File: src/rtl/qwlm_pkg.sv
// ----------------------------------------------------------------------------
// qwlm_pkg
// Shared types, constants and helpers of the queue wait light monitor.
// ----------------------------------------------------------------------------
package qwlm_pkg;

    localparam int OCCUPANCY_MAX = 255;
    localparam int TIMER_BITS    = 16;

    localparam int OCC_W   = $clog2(OCCUPANCY_MAX + 1);
    localparam int WAIT_W  = 12;
    localparam int SPP_W   = 4;
    localparam int LIMIT_W = 12;
    localparam int IVL_W   = 16;
    localparam int DEB_W   = 10;
    localparam int CMP_W   = (TIMER_BITS > IVL_W) ? TIMER_BITS : IVL_W;
    localparam int PROD_W  = OCC_W + SPP_W;

    localparam int CFG_DATA_W  = 16;
    localparam int CFG_INDEX_W = 3;

    localparam logic [WAIT_W-1:0] WAIT_MAX = '1;

    localparam logic [CFG_INDEX_W-1:0] CFG_APPROVAL_INTERVAL  = 3'd0;
    localparam logic [CFG_INDEX_W-1:0] CFG_DEBOUNCE_TICKS     = 3'd1;
    localparam logic [CFG_INDEX_W-1:0] CFG_SECONDS_PER_PERSON = 3'd2;
    localparam logic [CFG_INDEX_W-1:0] CFG_ATTENTION_LIMIT    = 3'd3;
    localparam logic [CFG_INDEX_W-1:0] CFG_BLOCK_LIMIT        = 3'd4;
    localparam logic [CFG_INDEX_W-1:0] CFG_HYSTERESIS_MARGIN  = 3'd5;

    localparam logic [IVL_W-1:0]   RST_APPROVAL_INTERVAL  = 16'd2000;
    localparam logic [DEB_W-1:0]   RST_DEBOUNCE_TICKS     = 10'd40;
    localparam logic [SPP_W-1:0]   RST_SECONDS_PER_PERSON = 4'd2;
    localparam logic [LIMIT_W-1:0] RST_ATTENTION_LIMIT    = 12'd15;
    localparam logic [LIMIT_W-1:0] RST_BLOCK_LIMIT        = 12'd30;
    localparam logic [LIMIT_W-1:0] RST_HYSTERESIS_MARGIN  = 12'd7;

    typedef logic [1:0] t_light;
    localparam t_light LIGHT_FREE      = 2'd0;
    localparam t_light LIGHT_ATTENTION = 2'd1;
    localparam t_light LIGHT_BLOCKED   = 2'd2;

    typedef logic [1:0] t_best;
    localparam t_best BEST_A     = 2'd0;
    localparam t_best BEST_B     = 2'd1;
    localparam t_best BEST_EQUAL = 2'd2;

    typedef struct packed {
        logic [IVL_W-1:0]   approval_interval;
        logic [DEB_W-1:0]   debounce_ticks;
        logic [SPP_W-1:0]   seconds_per_person;
        logic [LIMIT_W-1:0] attention_limit;
        logic [LIMIT_W-1:0] block_limit;
        logic [LIMIT_W-1:0] hysteresis_margin;
    } t_cfg;

    typedef struct packed {
        logic [OCC_W-1:0] occupancy;
        logic             activity;
    } t_q_upd;

    function automatic logic [WAIT_W-1:0] f_wait(
        input logic [OCC_W-1:0] occ,
        input logic [SPP_W-1:0] spp
    );
        logic [PROD_W-1:0] prod;
        prod = PROD_W'(occ) * PROD_W'(spp);
        if (prod > PROD_W'(WAIT_MAX)) begin
            f_wait = WAIT_MAX;
        end else begin
            f_wait = prod[WAIT_W-1:0];
        end
    endfunction

endpackage

File: src/rtl/queue_wait_light_monitor.sv
// ----------------------------------------------------------------------------
// queue_wait_light_monitor
// Two-queue arrival counter with approval timers and wait lights.
// ----------------------------------------------------------------------------
// Path: a request waits in the input register, which feeds the tick logic; the
//   tick logic loads the result register once it is empty or being read.
// Throughput: one request per cycle while i_ready stays high; the tick logic
//   is a single pass between the input register and the result register.
// Reset: synchronous, active low; clears queue state, lights, valids and
//   restores the configuration defaults.
module queue_wait_light_monitor (
    input  logic                                i_clk,
    input  logic                                i_rst_n,
    input  logic                                i_valid,
    output logic                                o_ready,
    input  logic                                i_button_a_level,
    input  logic                                i_button_b_level,
    output logic                                o_valid,
    input  logic                                i_ready,
    output logic [1:0]                          o_light_a,
    output logic [1:0]                          o_light_b,
    output logic [qwlm_pkg::OCC_W-1:0]          o_people_a,
    output logic [qwlm_pkg::OCC_W-1:0]          o_people_b,
    output logic [qwlm_pkg::WAIT_W-1:0]         o_wait_a,
    output logic [qwlm_pkg::WAIT_W-1:0]         o_wait_b,
    output logic [1:0]                          o_best_queue,
    output logic                                o_changed,
    input  logic                                i_cfg_wr_en,
    input  logic [qwlm_pkg::CFG_INDEX_W-1:0]    i_cfg_index,
    input  logic [qwlm_pkg::CFG_DATA_W-1:0]     i_cfg_wdata
);

    qwlm_pkg::t_cfg r_cfg;

    logic r_in_valid;
    logic r_lvl_a;
    logic r_lvl_b;
    logic r_out_valid;

    qwlm_pkg::t_light              r_light_a;
    qwlm_pkg::t_light              r_light_b;
    logic [qwlm_pkg::OCC_W-1:0]    r_people_a;
    logic [qwlm_pkg::OCC_W-1:0]    r_people_b;
    logic [qwlm_pkg::WAIT_W-1:0]   r_wait_a;
    logic [qwlm_pkg::WAIT_W-1:0]   r_wait_b;
    qwlm_pkg::t_best               r_best;
    logic                          r_changed;

    logic                          advance;
    logic                          accept;
    logic                          changed_any;
    qwlm_pkg::t_q_upd              upd_a;
    qwlm_pkg::t_q_upd              upd_b;
    logic [qwlm_pkg::WAIT_W-1:0]   n_wait_a;
    logic [qwlm_pkg::WAIT_W-1:0]   n_wait_b;
    qwlm_pkg::t_light              n_light_a;
    qwlm_pkg::t_light              n_light_b;
    qwlm_pkg::t_best               n_best;

    assign advance = r_in_valid && (!r_out_valid || i_ready);
    assign o_ready = !r_in_valid || !r_out_valid || i_ready;
    assign accept  = i_valid && o_ready;

    always_ff @(posedge i_clk) begin
        if (!i_rst_n) begin
            r_cfg.approval_interval  <= qwlm_pkg::RST_APPROVAL_INTERVAL;
            r_cfg.debounce_ticks     <= qwlm_pkg::RST_DEBOUNCE_TICKS;
            r_cfg.seconds_per_person <= qwlm_pkg::RST_SECONDS_PER_PERSON;
            r_cfg.attention_limit    <= qwlm_pkg::RST_ATTENTION_LIMIT;
            r_cfg.block_limit        <= qwlm_pkg::RST_BLOCK_LIMIT;
            r_cfg.hysteresis_margin  <= qwlm_pkg::RST_HYSTERESIS_MARGIN;
        end else if (i_cfg_wr_en) begin
            unique case (i_cfg_index)
                qwlm_pkg::CFG_APPROVAL_INTERVAL:
                    r_cfg.approval_interval <= i_cfg_wdata[qwlm_pkg::IVL_W-1:0];
                qwlm_pkg::CFG_DEBOUNCE_TICKS:
                    r_cfg.debounce_ticks <= i_cfg_wdata[qwlm_pkg::DEB_W-1:0];
                qwlm_pkg::CFG_SECONDS_PER_PERSON:
                    r_cfg.seconds_per_person <= i_cfg_wdata[qwlm_pkg::SPP_W-1:0];
                qwlm_pkg::CFG_ATTENTION_LIMIT:
                    r_cfg.attention_limit <= i_cfg_wdata[qwlm_pkg::LIMIT_W-1:0];
                qwlm_pkg::CFG_BLOCK_LIMIT:
                    r_cfg.block_limit <= i_cfg_wdata[qwlm_pkg::LIMIT_W-1:0];
                qwlm_pkg::CFG_HYSTERESIS_MARGIN:
                    r_cfg.hysteresis_margin <= i_cfg_wdata[qwlm_pkg::LIMIT_W-1:0];
                default: begin
                end
            endcase
        end
    end

    // hold the request until the tick logic takes it
    always_ff @(posedge i_clk) begin
        if (!i_rst_n) begin
            r_in_valid <= 1'b0;
        end else if (accept) begin
            r_in_valid <= 1'b1;
        end else if (advance) begin
            r_in_valid <= 1'b0;
        end
    end

    always_ff @(posedge i_clk) begin
        if (accept) begin
            r_lvl_a <= i_button_a_level;
            r_lvl_b <= i_button_b_level;
        end
    end

    qwlm_queue u_queue_a (
        .i_clk     (i_clk),
        .i_rst_n   (i_rst_n),
        .i_advance (advance),
        .i_level   (r_lvl_a),
        .i_cfg     (r_cfg),
        .o_upd     (upd_a)
    );

    qwlm_queue u_queue_b (
        .i_clk     (i_clk),
        .i_rst_n   (i_rst_n),
        .i_advance (advance),
        .i_level   (r_lvl_b),
        .i_cfg     (r_cfg),
        .o_upd     (upd_b)
    );

    assign changed_any = upd_a.activity || upd_b.activity;
    assign n_wait_a    = qwlm_pkg::f_wait(upd_a.occupancy, r_cfg.seconds_per_person);
    assign n_wait_b    = qwlm_pkg::f_wait(upd_b.occupancy, r_cfg.seconds_per_person);

    qwlm_light u_light_a (
        .i_clk     (i_clk),
        .i_rst_n   (i_rst_n),
        .i_advance (advance),
        .i_changed (changed_any),
        .i_wait    (n_wait_a),
        .i_cfg     (r_cfg),
        .o_light   (n_light_a)
    );

    qwlm_light u_light_b (
        .i_clk     (i_clk),
        .i_rst_n   (i_rst_n),
        .i_advance (advance),
        .i_changed (changed_any),
        .i_wait    (n_wait_b),
        .i_cfg     (r_cfg),
        .o_light   (n_light_b)
    );

    always_comb begin
        priority if (n_wait_a == n_wait_b) n_best = qwlm_pkg::BEST_EQUAL;
        else if (n_wait_b < n_wait_a)      n_best = qwlm_pkg::BEST_B;
        else                               n_best = qwlm_pkg::BEST_A;
    end

    always_ff @(posedge i_clk) begin
        if (!i_rst_n) begin
            r_out_valid <= 1'b0;
        end else if (advance) begin
            r_out_valid <= 1'b1;
        end else if (i_ready) begin
            r_out_valid <= 1'b0;
        end
    end

    always_ff @(posedge i_clk) begin
        if (advance) begin
            r_light_a  <= n_light_a;
            r_light_b  <= n_light_b;
            r_people_a <= upd_a.occupancy;
            r_people_b <= upd_b.occupancy;
            r_wait_a   <= n_wait_a;
            r_wait_b   <= n_wait_b;
            r_best     <= n_best;
            r_changed  <= changed_any;
        end
    end

    assign o_valid      = r_out_valid;
    assign o_light_a    = r_light_a;
    assign o_light_b    = r_light_b;
    assign o_people_a   = r_people_a;
    assign o_people_b   = r_people_b;
    assign o_wait_a     = r_wait_a;
    assign o_wait_b     = r_wait_b;
    assign o_best_queue = r_best;
    assign o_changed    = r_changed;

    a_stage_held: assert property (@(posedge i_clk) disable iff (!i_rst_n)
        (r_in_valid && !advance) |=> r_in_valid)
        else $error("pending request dropped from input register");

    a_result_held: assert property (@(posedge i_clk) disable iff (!i_rst_n)
        (r_out_valid && !i_ready) |=> (r_out_valid && $stable(r_wait_a)
                                       && $stable(r_best)))
        else $error("stalled result overwritten");

    a_best_equal: assert property (@(posedge i_clk) disable iff (!i_rst_n)
        r_out_valid |-> ((r_best == qwlm_pkg::BEST_EQUAL) == (r_wait_a == r_wait_b)))
        else $error("best queue disagrees with waits");

    a_light_code: assert property (@(posedge i_clk) disable iff (!i_rst_n)
        r_out_valid |-> ((r_light_a != 2'd3) && (r_light_b != 2'd3)))
        else $error("light code out of range");

endmodule

File: src/rtl/qwlm_queue.sv
// ----------------------------------------------------------------------------
// qwlm_queue
// One queue: button debounce, arrival count, approval timer, occupancy.
// ----------------------------------------------------------------------------
module qwlm_queue (
    input  logic                        i_clk,
    input  logic                        i_rst_n,
    input  logic                        i_advance,
    input  logic                        i_level,
    input  qwlm_pkg::t_cfg              i_cfg,
    output qwlm_pkg::t_q_upd            o_upd
);

    localparam logic [qwlm_pkg::TIMER_BITS-1:0] TIMER_MAX = '1;
    localparam logic [qwlm_pkg::OCC_W-1:0] OCC_MAX =
        qwlm_pkg::OCC_W'(qwlm_pkg::OCCUPANCY_MAX);

    logic                            r_last;
    logic                            r_settled;
    logic [qwlm_pkg::TIMER_BITS-1:0] r_age;
    logic [qwlm_pkg::TIMER_BITS-1:0] r_elapsed;
    logic [qwlm_pkg::OCC_W-1:0]      r_occ;

    logic                            n_settled;
    logic [qwlm_pkg::TIMER_BITS-1:0] n_age;
    logic [qwlm_pkg::TIMER_BITS-1:0] n_elapsed;
    logic [qwlm_pkg::OCC_W-1:0]      n_occ;

    logic                            settle;
    logic                            arrival;
    logic                            slot;
    logic                            approve;
    logic [qwlm_pkg::TIMER_BITS-1:0] age_eff;
    logic [qwlm_pkg::TIMER_BITS-1:0] elapsed_eff;
    logic [qwlm_pkg::OCC_W-1:0]      occ_arr;

    always_comb begin
        age_eff = (i_level != r_last) ? '0 : r_age;
        settle  = (qwlm_pkg::CMP_W'(age_eff) >= qwlm_pkg::CMP_W'(i_cfg.debounce_ticks))
                  && (i_level != r_settled);
        arrival = settle && !i_level;
        occ_arr = (arrival && (r_occ != OCC_MAX)) ? r_occ + 1'b1 : r_occ;

        slot        = qwlm_pkg::CMP_W'(r_elapsed)
                      >= qwlm_pkg::CMP_W'(i_cfg.approval_interval);
        approve     = slot && (occ_arr != '0);
        elapsed_eff = slot ? '0 : r_elapsed;

        n_occ     = approve ? occ_arr - 1'b1 : occ_arr;
        n_settled = settle ? i_level : r_settled;
        n_age     = (age_eff == TIMER_MAX) ? age_eff : age_eff + 1'b1;
        n_elapsed = (elapsed_eff == TIMER_MAX) ? elapsed_eff : elapsed_eff + 1'b1;

        o_upd.occupancy = n_occ;
        o_upd.activity  = arrival || approve;
    end

    always_ff @(posedge i_clk) begin
        if (!i_rst_n) begin
            r_last    <= 1'b1;
            r_settled <= 1'b1;
            r_age     <= '0;
            r_elapsed <= '0;
            r_occ     <= '0;
        end else if (i_advance) begin
            r_last    <= i_level;
            r_settled <= n_settled;
            r_age     <= n_age;
            r_elapsed <= n_elapsed;
            r_occ     <= n_occ;
        end
    end

endmodule

File: src/rtl/qwlm_light.sv
// ----------------------------------------------------------------------------
// qwlm_light
// Light state of one queue with hysteresis between free, attention, blocked.
// ----------------------------------------------------------------------------
module qwlm_light (
    input  logic                         i_clk,
    input  logic                         i_rst_n,
    input  logic                         i_advance,
    input  logic                         i_changed,
    input  logic [qwlm_pkg::WAIT_W-1:0]  i_wait,
    input  qwlm_pkg::t_cfg               i_cfg,
    output qwlm_pkg::t_light             o_light
);

    localparam int S_W = qwlm_pkg::LIMIT_W + 2;

    qwlm_pkg::t_light r_light;
    qwlm_pkg::t_light n_light;
    qwlm_pkg::t_light cls;

    logic signed [S_W-1:0] s_wait;
    logic signed [S_W-1:0] s_att;
    logic signed [S_W-1:0] s_blk;
    logic signed [S_W-1:0] s_down_free;
    logic signed [S_W-1:0] s_down_att;

    always_comb begin
        s_wait      = $signed(S_W'(i_wait));
        s_att       = $signed(S_W'(i_cfg.attention_limit));
        s_blk       = $signed(S_W'(i_cfg.block_limit));
        s_down_free = s_att - $signed(S_W'(i_cfg.hysteresis_margin));
        s_down_att  = s_blk - $signed(S_W'(i_cfg.hysteresis_margin));

        unique case (r_light)
            qwlm_pkg::LIGHT_BLOCKED: begin
                priority if (s_wait <= s_down_free) cls = qwlm_pkg::LIGHT_FREE;
                else if (s_wait <= s_down_att)      cls = qwlm_pkg::LIGHT_ATTENTION;
                else                                cls = qwlm_pkg::LIGHT_BLOCKED;
            end
            qwlm_pkg::LIGHT_ATTENTION: begin
                priority if (s_wait > s_blk)     cls = qwlm_pkg::LIGHT_BLOCKED;
                else if (s_wait <= s_down_free)  cls = qwlm_pkg::LIGHT_FREE;
                else                             cls = qwlm_pkg::LIGHT_ATTENTION;
            end
            default: begin
                priority if (s_wait > s_blk) cls = qwlm_pkg::LIGHT_BLOCKED;
                else if (s_wait > s_att)     cls = qwlm_pkg::LIGHT_ATTENTION;
                else                         cls = qwlm_pkg::LIGHT_FREE;
            end
        endcase

        n_light = i_changed ? cls : r_light;
        o_light = n_light;
    end

    always_ff @(posedge i_clk) begin
        if (!i_rst_n) begin
            r_light <= qwlm_pkg::LIGHT_FREE;
        end else if (i_advance) begin
            r_light <= n_light;
        end
    end

endmodule

File: config.mk
export PLATFORM = sky130hd
export DESIGN_NAME = queue_wait_light_monitor
export DESIGN_NICKNAME = d
export VERILOG_FILES = /design/src/rtl/qwlm_pkg.sv /design/src/rtl/queue_wait_light_monitor.sv /design/src/rtl/qwlm_queue.sv /design/src/rtl/qwlm_light.sv
export SDC_FILE = /design/constraint.sdc
export NUM_CORES = 1
export LEC_CHECK = 0
export CAP_MARGIN = 25
export CORE_UTILIZATION = 30
export CTS_BUF_LIST = sky130_fd_sc_hd__clkbuf_4
export CTS_CLUSTER_SIZE = 40
export DETAILED_ROUTE_END_ITERATION = 6
export DONT_BUFFER_PORTS = 1
export SLEW_MARGIN = 30
export SYNTH_ARGS = -nofsm -noshare
export SYNTH_HDL_FRONTEND = slang
export SYNTH_SLANG_ARGS = --single-unit
export TNS_END_PERCENT = 30
File: constraint.sdc
create_clock -name i_clk -period 11.4 [get_ports i_clk]
set_clock_uncertainty 0.2 [all_clocks]
set_input_delay 2.28 -clock i_clk [delete_from_list [all_inputs] [get_ports i_clk]]
set_output_delay 2.28 -clock i_clk [all_outputs]
set_load 0.01 [all_outputs]
==> key figures, run 1 <==
Run status
  – Outcome: completed

STA
  – Final Hold Violating Endpoints: 0
  – Worst setup margin: 1.162 ns
  – Actual slew at the worst max-slew pin: around 0.99 ns
  – Setup TNS: 0 ns
  – RSZ-0062 raised after global routing: no
  – Post-route clock period utilization: 0.8981
  – Slew headroom: 0.3386
  – Final-report setup violation count: 0
  – Slew Limit Fails: 0
  – Max frequency: 97.68 MHz
  – Tmin final: roughly 10 ns

Finish
  – Most frequent cells in the layout: 230 x nand2_1, 222 x ha_1, 163 x a21oi_1
  – Multi-input gate area: approximately 10000 µm²
  – Reg area: roughly 4600 µm²
  – Area delta synth->final: 9.909%
  – Commonest non-fill, non-tap cell in the layout: nand2_1
  – Fill cell count: between 5000 and 6000
  – Share of layout cells above drive strength 1: 0.08261
  – Layout Nets: approximately 2200

Drt
  – Routed wire length: 46780 µm
  – Pre-Repair DR Iteration Count: 6
  – Via Count: around 14000
  – DRT iter0 DRCs: between 900 and 1000
  – Routed length per instance: between 15 and 20 µm
  – Vias/cell: approximately 5.3
  – DRC: 0
  – Detail Route Antenna Nets: 0

Clocking
  – Sink Count: approximately 200
  – Clock transition at path regs: 0.07 ns
  – CTS resizes: 0
  – H-tree depth: 2
  – Clk_lat worst skew: 0.81 ns
  – CTS tree: built
  – Total CTS buffers: between 50 and 60
  – Post-CTS setup buffer count: 0
  – Post-CTS Hold Buffers: 0
  – Max clock buf depth: 3
  – CTS root buffer: clkbuf_4

Global route
  – Number of global-route vias before repair: between 10000 and 15000
  – Gr usage total: 0.1742
  – First-pass GRT wire length: ~74000 µm
  – Initial antenna violation count: 1
  – Gr ovfl total: 0
  – Largest net degree at the start of global routing: 91

Power
  – Overall power: about 0.0018 W
  – PwrDens: a little over 100 nW/µm²
  – P_leak: between 7 and 8 nW
  – Peak VDD IR: around 48 µV

Critical path
  – Crit-path slowest cell: or4b_2
  – Critical path fanouts, max: 14
  – Critical Path RT: about 12 ns
  – Cell class contributing the biggest share of worst-path delay: compound AO/OA/AOI/OAI gates
  – Most frequent CP cell: a21oi_1
  – Worst path max stage delay: 0.61 ns
  – Critical path capture point type: flop
  – Arr. time, crit path: about 11 ns
  – Buf/Inv on CP: 1
  – Crit start category: flop
  – Reg2reg start: r_lvl_a
  – Crit path from: r_lvl_a
  – CP Class: flop to flop

Min path
  – Hold/Removal Path Class: flop to flop
  – Hold Startpoint: r_cfg[3]

Synth
  – Syn nets: 2159
  – Cells after synthesis: 1885
  – Mean post-synth cell area: 8.407 µm²
  – Top_reg_cell synth: dfxtp_1
  – Seq/Total Area, Yosys: 0.2899
  – Yosys warns: 0
  – Flops & latches, synth: roughly 210
  – Yosys cell types: 85
  – Async SR Flop Fraction: 0
  – Post-synth EDFFs: 49
  – Synth Cell Area: approximately 16000 µm²

Run
  – Max Cap Violations: 0

Floorplan
  – Core area: 51720 µm²
  – # rows: between 80 and 90
  – Die Width: 231.8 µm
  – Num ports: 75
  – Initial Util: 0.3064
  – Die Ht: roughly 230 µm
  – Die Footprint: around 54000 µm²

Place
  – Place WS: 0.8878 ns
  – Final HPWL DP: roughly 36000 µm
  – Routability cong.: 0.9312
  – IO Port Bufs: 0
## logic make-up after synthesis
group           count (synthesis)  synth area share
simple gates                  681            0.2114
compound gates                426            0.1739
fa+ha+maj                     248            0.2081
buf+inv                       218           0.05188
flops                         205            0.2899
xor+xnor                       83           0.04872
mux                            24           0.01603
## state kept, by name, indices dropped and copies added, names as in the netlist, 8 cells and up
name	flops
o_people_a	8
u_queue_a.r_elapsed	16
u_queue_b.r_elapsed	16
u_queue_b.r_occ	8
u_queue_b.r_age	16
u_queue_a.r_occ	8
u_queue_a.r_age	16
o_people_b	8
o_wait_a	12
r_cfg	66
o_wait_b	12
## cells in the mapped netlist (all sizes together), types with 4 or more instances
cell type  count  area [µm²]
nand2        230       863.3
ha           222        2778
a21oi        164       824.5
inv          163       611.8
dfxtp        156        3123
nor2         106       402.9
o21ai         70       365.3
xnor2         58       523.0
nand3         56       280.3
and2          52       325.3
nand4         52       331.6
clkbuf        50       187.7
edfxtp        49        1471
nor2b         47       294.0
nor3          43       220.2
a21o          35       262.8
nand2b        32       200.2
o211ai        31       237.7
fa            26       520.5
xor2          25       249.0
o21a          21       157.7
mux2i         16       163.9
a31oi         15       93.84
and3          14       87.58
or2           12       75.07
a211oi        11       82.58
nor4          11       75.07
or3           11       68.82
o31ai         10       75.07
o22ai          9       62.56
mux2           8       90.09
o21bai         7       52.55
a211o          5       43.79
a311oi         5       50.04
o2111ai        5       43.79
a2111oi        4       53.81
a31o           4       35.03
o311ai         4       52.56
o31a           4       35.03
## final cells by class
class / count / share of cell area
Multi-Input combinational cell: 1462 / 0.6007
Sequential cell: 205 / 0.2638
Tap cell: 680 / 0.04885
Inverter: 165 / 0.03570
Clock buffer: 81 / 0.03491
Clock inverter: 24 / 0.01049
Timing Repair Buffer: 12 / 0.005388
Antenna cell: 1 / 0.0001437
## layer usage
metal	vias to the layer above	part of all wire	track usage
li1	6760	-	-
met2	436	0.48	0.2989
met5	-	0	0
met4	0	0.039	0.07977
met1	6541	0.43	0.2128
met3	119	0.049	0.02714
## worst register-to-register path, delay by kind of cell, from the launching register on
kind / cells / cell delay, ns
AO/OA/AOI/OAI: 19 / 3.73
adder cells (fa/ha/maj): 6 / 2.27
XOR/XNOR: 4 / 1.41
buffers and inverters: 1 / 0.07
flip-flops: 1 / 0.51
AND/OR/NAND/NOR: 7 / 1.78
## power breakdown
part           switching [W]  internal, W
clock               0.000343     0.000398
sequential         0.0000195     0.000762
combinational       0.000144    0.0000843
total               0.000507      0.00124
## path summary, 6_finish.rpt
check | endpoint | slack [ns] | depth (start not counted)
max reg2reg | o_light_a[1] | 1.16 | 37
min | r_cfg[3] | 0.26 | 2
max | o_light_a[1] | 1.16 | 37
min reg2reg | r_cfg[3] | 0.26 | 2
## stage by stage
stage | utilization | std cells | area (µm²) | hold WS [ns]
3_3_place_gp | 0.3209 | 2524 | 16600 | 0.2414
4_1_cts | 0.3364 | 2629 | 17400 | 0.2575
6_report | 0.3368 | 2630 | 17420 | 0.2557
5_1_grt | 0.3368 | 2630 | 17420 | 0.2769
3_5_place_dp | 0.3211 | 2524 | 16610 | 0.2478
2_1_floorplan | - | 1885 | 15850 | 0.2363
Note: power is estimated with default switching activity, not from simulation.
==> run 2, diff against run 1 <==
BUFFER_PORTS_ARGS = -buffer_cell sky130_fd_sc_hd__buf_2   (was not set)
CAP_MARGIN = 40   (was 25)
DONT_BUFFER_PORTS = not set   (was 1)
==> run 2 against run 1 <==
Utilization is 0.90 points higher. Sequential cell count stayed put. Critical endpoint is now o_light_a[0]. Worst hold slack better by 0.0019 ns. Largest cell class unchanged. Critical path type unchanged. Sequential share of layout area is 0.69 points lower. Clock-buffer cell count is 2 higher. Highest routed layer is now met5. Largest power group unchanged.
==> key figures, run 2 (same netlist as run 1, synthesis figures left out) <==
Critical path
  – Arr. time, crit path: 10.82 ns (+0.27 ns)
  – Reg-to-reg slack, setup: 0.89 ns (-0.27 ns)
  – Reg2reg start: r_lvl_a
  – Most frequent CP cell: a21oi_1
  – Worst path max stage delay: 0.61 ns (about the same)
  – Worst r2r dst: o_light_a[0]
  – Critical Path RT: 11.71 ns (about the same)
  – Critical path capture point type: flop
  – Crit start category: flop
  – Critical path fanouts, max: 12 (-2)
  – Number of cells on the worst reg-to-reg path: 38 (+2.7%)
  – Crit-path slowest cell: or4b_2
  – CP Class: flop to flop

STA
  – Post-route clock period utilization: 0.9218 (+0.02370)
  – Final-report setup violation count: 0 (unchanged)
  – Slew headroom: 0.4515 (+0.1129)
  – Actual slew at the worst max-slew pin: 0.8228 ns (-0.1622 ns)
  – Setup TNS: 0 ns (unchanged)
  – RSZ-0062 raised after global routing: no
  – Tmin final: 10.51 ns (+0.2702 ns)
  – Max frequency: 95.16 MHz (-2.6%)
  – Slew Limit Fails: 0 (unchanged)
  – Final Hold Violating Endpoints: 0 (unchanged)

Drt
  – Via Count: 14046 (+1.4%)
  – Routed length per instance: 17.29 µm (-2.8%)
  – DRT iter0 DRCs: 806 (-16%)
  – Detail Route met2 WL: 22970 µm (+2.2%)
  – Vias/cell: 5.179 (-1.7%)
  – Max Used Layer: met5
  – Pre-Repair DR Iteration Count: 6 (unchanged)
  – WL met1: 20480 µm (+1.5%)
  – Detail Route Antenna Nets: 0 (unchanged)
  – Routed wire length: 46890 µm (+0.24%)
  – DRC: 0 (unchanged)
  – WL met3: 2054 µm (-10%)

Floorplan
  – Core area: 51720 µm² (unchanged)
  – Die Footprint: 53750 µm² (unchanged)
  – # rows: 83 (unchanged)
  – Die Ht: 231.8 µm (unchanged)
  – Initial Util: 0.3064 (unchanged)
  – Num ports: 75 (unchanged)
  – Die Width: 231.8 µm (unchanged)

Global route
  – Gr usage total: 0.1743 (about the same)
  – Number of global-route vias before repair: 13793 (+3.2%)
  – Largest net degree at the start of global routing: 64 (-30%)
  – Gr ovfl total: 0 (unchanged)
  – Initial antenna violation count: 2 (+1)
  – First-pass GRT wire length: 74240 µm (+0.82%)

Run
  – Max Cap Violations: 0 (unchanged)

Clocking
  – H-tree depth: 2 (unchanged)
  – Total CTS buffers: 59 (+1.7%)
  – Max clock buf depth: 3 (unchanged)
  – Clk_lat worst skew: 0.82 ns (about the same)
  – CTS resizes: 0 (unchanged)
  – Clock transition at path regs: 0.07 ns (about the same)
  – Sink Count: 205 (unchanged)
  – Post-CTS setup buffer count: 0 (unchanged)
  – Post-CTS Hold Buffers: 0 (unchanged)
  – CTS tree: built
  – CTS root buffer: clkbuf_4

Finish
  – Max reg flops: 66 (unchanged)
  – Biggest register: r_cfg
  – Final Util: 0.3458 (+0.009000)
  – Fill cell count: 5324 (-0.28%)
  – Area delta synth->final: 12.85%
  – Commonest non-fill, non-tap cell in the layout: nand2_1
  – Most frequent cells in the layout: 230 x nand2_1, 222 x ha_1, 163 x a21oi_1
  – Layout Nets: 2263 (+3.9%)
  – Share of layout cells above drive strength 1: 0.1216 (+0.03901)

Place
  – Final HPWL DP: 35910 µm (+0.70%)
  – IO Port Bufs: 74 (+74)
  – Routability cong.: 0.9368 (+0.60%)

Power
  – Overall power: 0.001793 W (+2.4%)
  – P_leak: 7.712 nW (+4.8%)
  – PwrDens: 100.3 nW/µm² (-0.31%)
  – Peak VDD IR: 59.97 µV (+25%)

Min path
  – Hold Path Depth: 2 (unchanged)
  – Hold Startpoint: r_cfg[7]
  – Worst Hold End: r_cfg[7]
  – Hold/Removal Path Class: flop to flop

Run status
  – Outcome: completed
[run 2: through the flow]
stage	setup slack (ns)	instance area (µm²)	instances	hold slack, ns
final	0.8918	17880	2712	0.2577
after detailed placement	1.019	17050	2606	0.2513
after CTS	0.9791	17870	2709	0.2606
after floorplan	2.390	15850	1885	0.2363
after global routing	0.07557	17880	2712	0.2785
after global placement	1.163	16970	2599	0.2454
[run 2: metal layers]
metal,global-route usage,vias up
met5,0,-
met4,0.06456,2
met3,0.02812,96
met2,0.3082,339
met1,0.2107,6674
li1,-,6935
[run 2: worst max-delay path by stage]
| stage | start | end | slack (ns) | depth (start not counted) |
|---|---|---|---|---|
| 2_1_floorplan | r_lvl_b | o_light_b[0] | 2.39 | 38 |
| 3_3_place_gp | r_lvl_a | o_light_a[0] | 1.16 | 38 |
| 3_5_place_dp | r_lvl_a | o_light_a[1] | 1.02 | 37 |
| 4_1_cts | r_lvl_a | o_light_a[0] | 0.98 | 38 |
| 5_1_grt | r_lvl_a | o_light_a[0] | 0.08 | 39 |
| 6_report | r_lvl_a | o_light_a[0] | 0.89 | 38 |
[run 2: power breakdown]
group	leakage, nW	total (W)	internal, W	switching, W
logic	5.51	0.000257	0.0000937	0.000163
registers	1.72	0.000776	0.000762	0.0000136
clock network	0.474	0.000760	0.000424	0.000336
total	7.71	0.00179	0.00128	0.000513
[run 2: area by class of cell]
| class | count | area [µm²] | share of cell area |
|---|---|---|---|
| diodes | 1 | 2.502 | 0.0001399 |
| clock buffers | 83 | 623.1 | 0.03484 |
| clock inverters | 20 | 190.2 | 0.01064 |
| inverters | 165 | 621.8 | 0.03477 |
| multi-input cells | 1462 | 10460 | 0.5847 |
| flip-flops and latches | 205 | 4594 | 0.2569 |
| well taps | 680 | 850.8 | 0.04758 |
| repair buffers | 96 | 543.0 | 0.03037 |
[run 2: worst max-delay path: cells and delay by family (launching register included)]
| family | cells | cell delay [ns] |
|---|---|---|
| AND/OR/NAND/NOR | 6 | 1.39 |
| multiplexers | 1 | 0.43 |
| flip-flops | 1 | 0.51 |
| AO/OA/AOI/OAI | 20 | 4.10 |
| XOR/XNOR | 3 | 1.07 |
| adder cells (fa/ha/maj) | 6 | 2.21 |
| buffers and inverters | 2 | 0.34 |
==> run 3, diff against run 2 <==
ABC_AREA = 1   (was not set)
GPL_TIMING_DRIVEN = 0   (was not set)
==> run 3 against run 2 <==
Design area grew 2.1%. Die area is 2.3% higher. First-iteration DRC count up 36%. Register-to-register slack improved by 1.2 ns. Non-clock buffer count increased by 35. Wire length up 8.4%. Via count rose by 10%. Sequential cell count unchanged. Synthesized cell count rose by 18%. Largest power group unchanged.
==> key figures, run 3 <==
Synth
  – Yosys top cell area share: 0.1925 (-0.004560)
  – Cells after synthesis: 2232 (+18%)
  – Post-Synth XOR/XNOR Area: 0.03347 (-0.01524)
  – Syn nets: 2506 (+16%)
  – Synth Cell Area: 16220 µm² (+2.4%)
  – Top post-synthesis cells by count: 397 x nand2_1, 352 x inv_1, 224 x a21oi_1
  – Post-Synth Adder-Cell Area: 0.2033 (-0.004816)
  – Main combinational cell family by area after synthesis: simple AND/OR/NAND/NOR gates
  – Area fraction in compound gates after synthesis: 0.1562 (-0.01775)
  – Post-synth top area cell: dfxtp_1
  – Flops & latches, synth: 205 (unchanged)
  – Synth Area in Simple Gates: 0.2230 (+0.01162)
  – Seq/Total Area, Yosys: 0.2832 (-0.006709)
  – Main area contributors after synthesis: dfxtp_1 19%, ha_1 17%, nand2_1 9.2%, edfxtp_1 9.1%, inv_1 8.1%
  – Async SR Flop Fraction: 0 (unchanged)
  – Yosys warns: 0 (unchanged)
  – Top_reg_cell synth: dfxtp_1
  – Mean post-synth cell area: 7.268 µm² (-14%)
  – Post-synthesis mux area share: 0 (-0.01603)
  – Yosys cell types: 57 (-33%)
  – Most frequent cell after synthesis: nand2_1
  – Post-synth EDFFs: 49 (unchanged)

Critical path
  – Most frequent CP cell: nand2_1
  – Crit-path slowest cell: xnor2_1
  – Worst path max stage delay: 0.66 ns (+0.05 ns)
  – Critical Path RT: 11.70 ns (about the same)
  – CP Class: flop to flop
  – Critical path fanouts, max: 10 (-2)
  – Critical path capture point type: flop
  – Arr. time, crit path: 9.59 ns (-1.23 ns)
  – Crit start category: flop

Finish
  – Area delta synth->final: 12.55%
  – Design area: 18260 µm² (+2.1%)
  – Layout Nets: 2645 (+17%)
  – Cell Count, Final, Fillers Out: 3104 (+14%)
  – Commonest non-fill, non-tap cell in the layout: nand2_1
  – Max reg flops: 66 (unchanged)
  – Biggest register: r_cfg
  – Most frequent cells in the layout: 397 x nand2_1, 352 x inv_1, 224 x a21oi_1
  – Share of layout cells above drive strength 1: 0.1010 (-0.02058)

Clocking
  – Clock transition at path regs: 0.07 ns (about the same)
  – H-tree depth: 2 (unchanged)
  – Total CTS buffers: 60 (+1.7%)
  – Clk_lat worst skew: 0.82 ns (about the same)
  – CTS resizes: 0 (unchanged)
  – CTS root buffer: clkbuf_4
  – Post-CTS setup buffer count: 0 (unchanged)
  – Max clock buf depth: 3 (unchanged)
  – Post-CTS Hold Buffers: 0 (unchanged)
  – Sink Count: 205 (unchanged)
  – CTS tree: built

Floorplan
  – Die Footprint: 55010 µm² (+2.3%)
  – Die Ht: 234.5 µm (+1.2%)
  – Die Width: 234.5 µm (+1.2%)
  – Initial Util: 0.3062 (about the same)
  – Core area: 52970 µm² (+2.4%)
  – Num ports: 75 (unchanged)
  – # rows: 84 (+1.2%)

Place
  – Final HPWL DP: 40450 µm (+13%)
  – Dpl cell area: 17510 µm² (+2.7%)
  – Routability cong.: 0.9413 (+0.48%)
  – Placed instance count: 2997 (+15%)
  – IO Port Bufs: 74 (unchanged)

STA
  – Slew headroom: 0.4456 (-0.005825)
  – Hold WS: 0.2772 ns (+0.01951 ns)
  – Setup TNS: 0 ns (unchanged)
  – RSZ-0062 raised after global routing: no
  – Post-route clock period utilization: 0.8150 (-0.1068)
  – Tmin final: 9.291 ns (-1.217 ns)
  – Final-report setup violation count: 0 (unchanged)
  – Actual slew at the worst max-slew pin: 0.8287 ns (+0.005927 ns)
  – Final Hold Violating Endpoints: 0 (unchanged)
  – Max frequency: 107.6 MHz (+13%)
  – Slew Limit Fails: 0 (unchanged)

Global route
  – Largest net degree at the start of global routing: 50 (-22%)
  – Gr ovfl total: 0 (unchanged)
  – Gr usage total: 0.1863 (+0.01195)
  – Number of global-route vias before repair: 14857 (+7.7%)
  – First-pass GRT wire length: 79320 µm (+6.8%)
  – Initial antenna violation count: 2 (unchanged)

Power
  – Peak VDD IR: 58.11 µV (-3.1%)
  – PwrDens: 114.8 nW/µm² (+15%)
  – P_leak: 8.502 nW (+10%)

Drt
  – Via Count: 15452 (+10%)
  – Routed wire length: 50850 µm (+8.4%)
  – Vias/cell: 4.978 (-3.9%)
  – DRC: 0 (unchanged)
  – Detail Route Antenna Nets: 0 (unchanged)
  – DRT iter0 DRCs: 1093 (+36%)
  – Routed length per instance: 16.38 µm (-5.2%)
  – Pre-Repair DR Iteration Count: 5 (-1)

Run
  – Max Cap Violations: 0 (unchanged)

Run status
  – Outcome: completed

Min path
  – Hold/Removal Path Class: flop to flop
==> run 3: changes by cell type in the layout (fill, tap and decap cells not counted), sizes merged, moves of 32 or more <==
cell | previous run | this run
a21o | 35 | 3
nand2 | 230 | 409
o21ai | 70 | 150
nor2 | 106 | 219
inv | 163 | 374
nand3 | 56 | 96
nand2b | 32 | 0
a21oi | 164 | 224
and2 | 52 | 2
xnor2 | 58 | 20
clkbuf | 84 | 136
nor2b | 47 | 0
==> run 3: final cells by class <==
cell class | instances | area [µm²]
sequential | 205 | 4594
clock buffer | 91 | 683.2
antenna | 1 | 2.502
fill | 5683 | 34710
inverter | 375 | 1410
buffer | 54 | 229.0
timing repair buffer | 77 | 416.7
tap | 688 | 860.8
multi-input combinational | 1598 | 10000
clock inverter | 15 | 61.31
==> run 3: logic make-up after synthesis <==
kind of cell             count (synthesis)
AO/OA/AOI/OAI                          456
XOR/XNOR                                56
adder cells (fa/ha/maj)                248
buffers and inverters                  429
flip-flops                             205
AND/OR/NAND/NOR                        838
==> run 3: through the flow <==
stage                       util  power [W]  setup WS (ns)
final                     0.3447   0.002096          2.109
after global routing      0.3447   0.002240          1.436
after CTS                 0.3446   0.002120          2.110
after detailed placement  0.3306   0.001404          2.188
after global placement    0.3295   0.001379          2.261
after floorplan                -   0.001214          4.074
==> run 3: path summary, 6_finish.rpt <==
path	start	to	slack (ns)	cells after the start
setup / recovery	r_lvl_b	o_light_b[1]	2.11	53
hold / removal	r_in_valid	o_valid	0.28	2
setup reg to reg	r_lvl_b	o_light_b[1]	2.11	53
hold reg to reg	r_in_valid	o_valid	0.28	2
==> run 3: report_power, final <==
group          internal, W  switching, W
Sequential        0.000781     0.0000179
Clock             0.000359      0.000342
Combinational     0.000201      0.000395
Total              0.00134      0.000755
==> run 3: critical path, delay by kind of cell, from the launching register on <==
family                   cells  cell delay [ns]
AO/OA/AOI/OAI                8             1.53
XOR/XNOR                     2             1.00
adder cells (fa/ha/maj)      6             2.13
buffers and inverters        7             0.72
flip-flops                   1             0.45
AND/OR/NAND/NOR             30             2.92
==> run 3: metal layers <==
layer / part of all wire / global-route usage / wire length [µm] / up-vias
met1: 0.44 / 0.2346 / 22260 / 7177
met5: 0 / 0 / 0 / -
met4: 0.033 / 0.06593 / 1671 / 0
met2: 0.47 / 0.3160 / 23750 / 434
li1: - / - / - / 7735
met3: 0.062 / 0.03452 / 3178 / 106
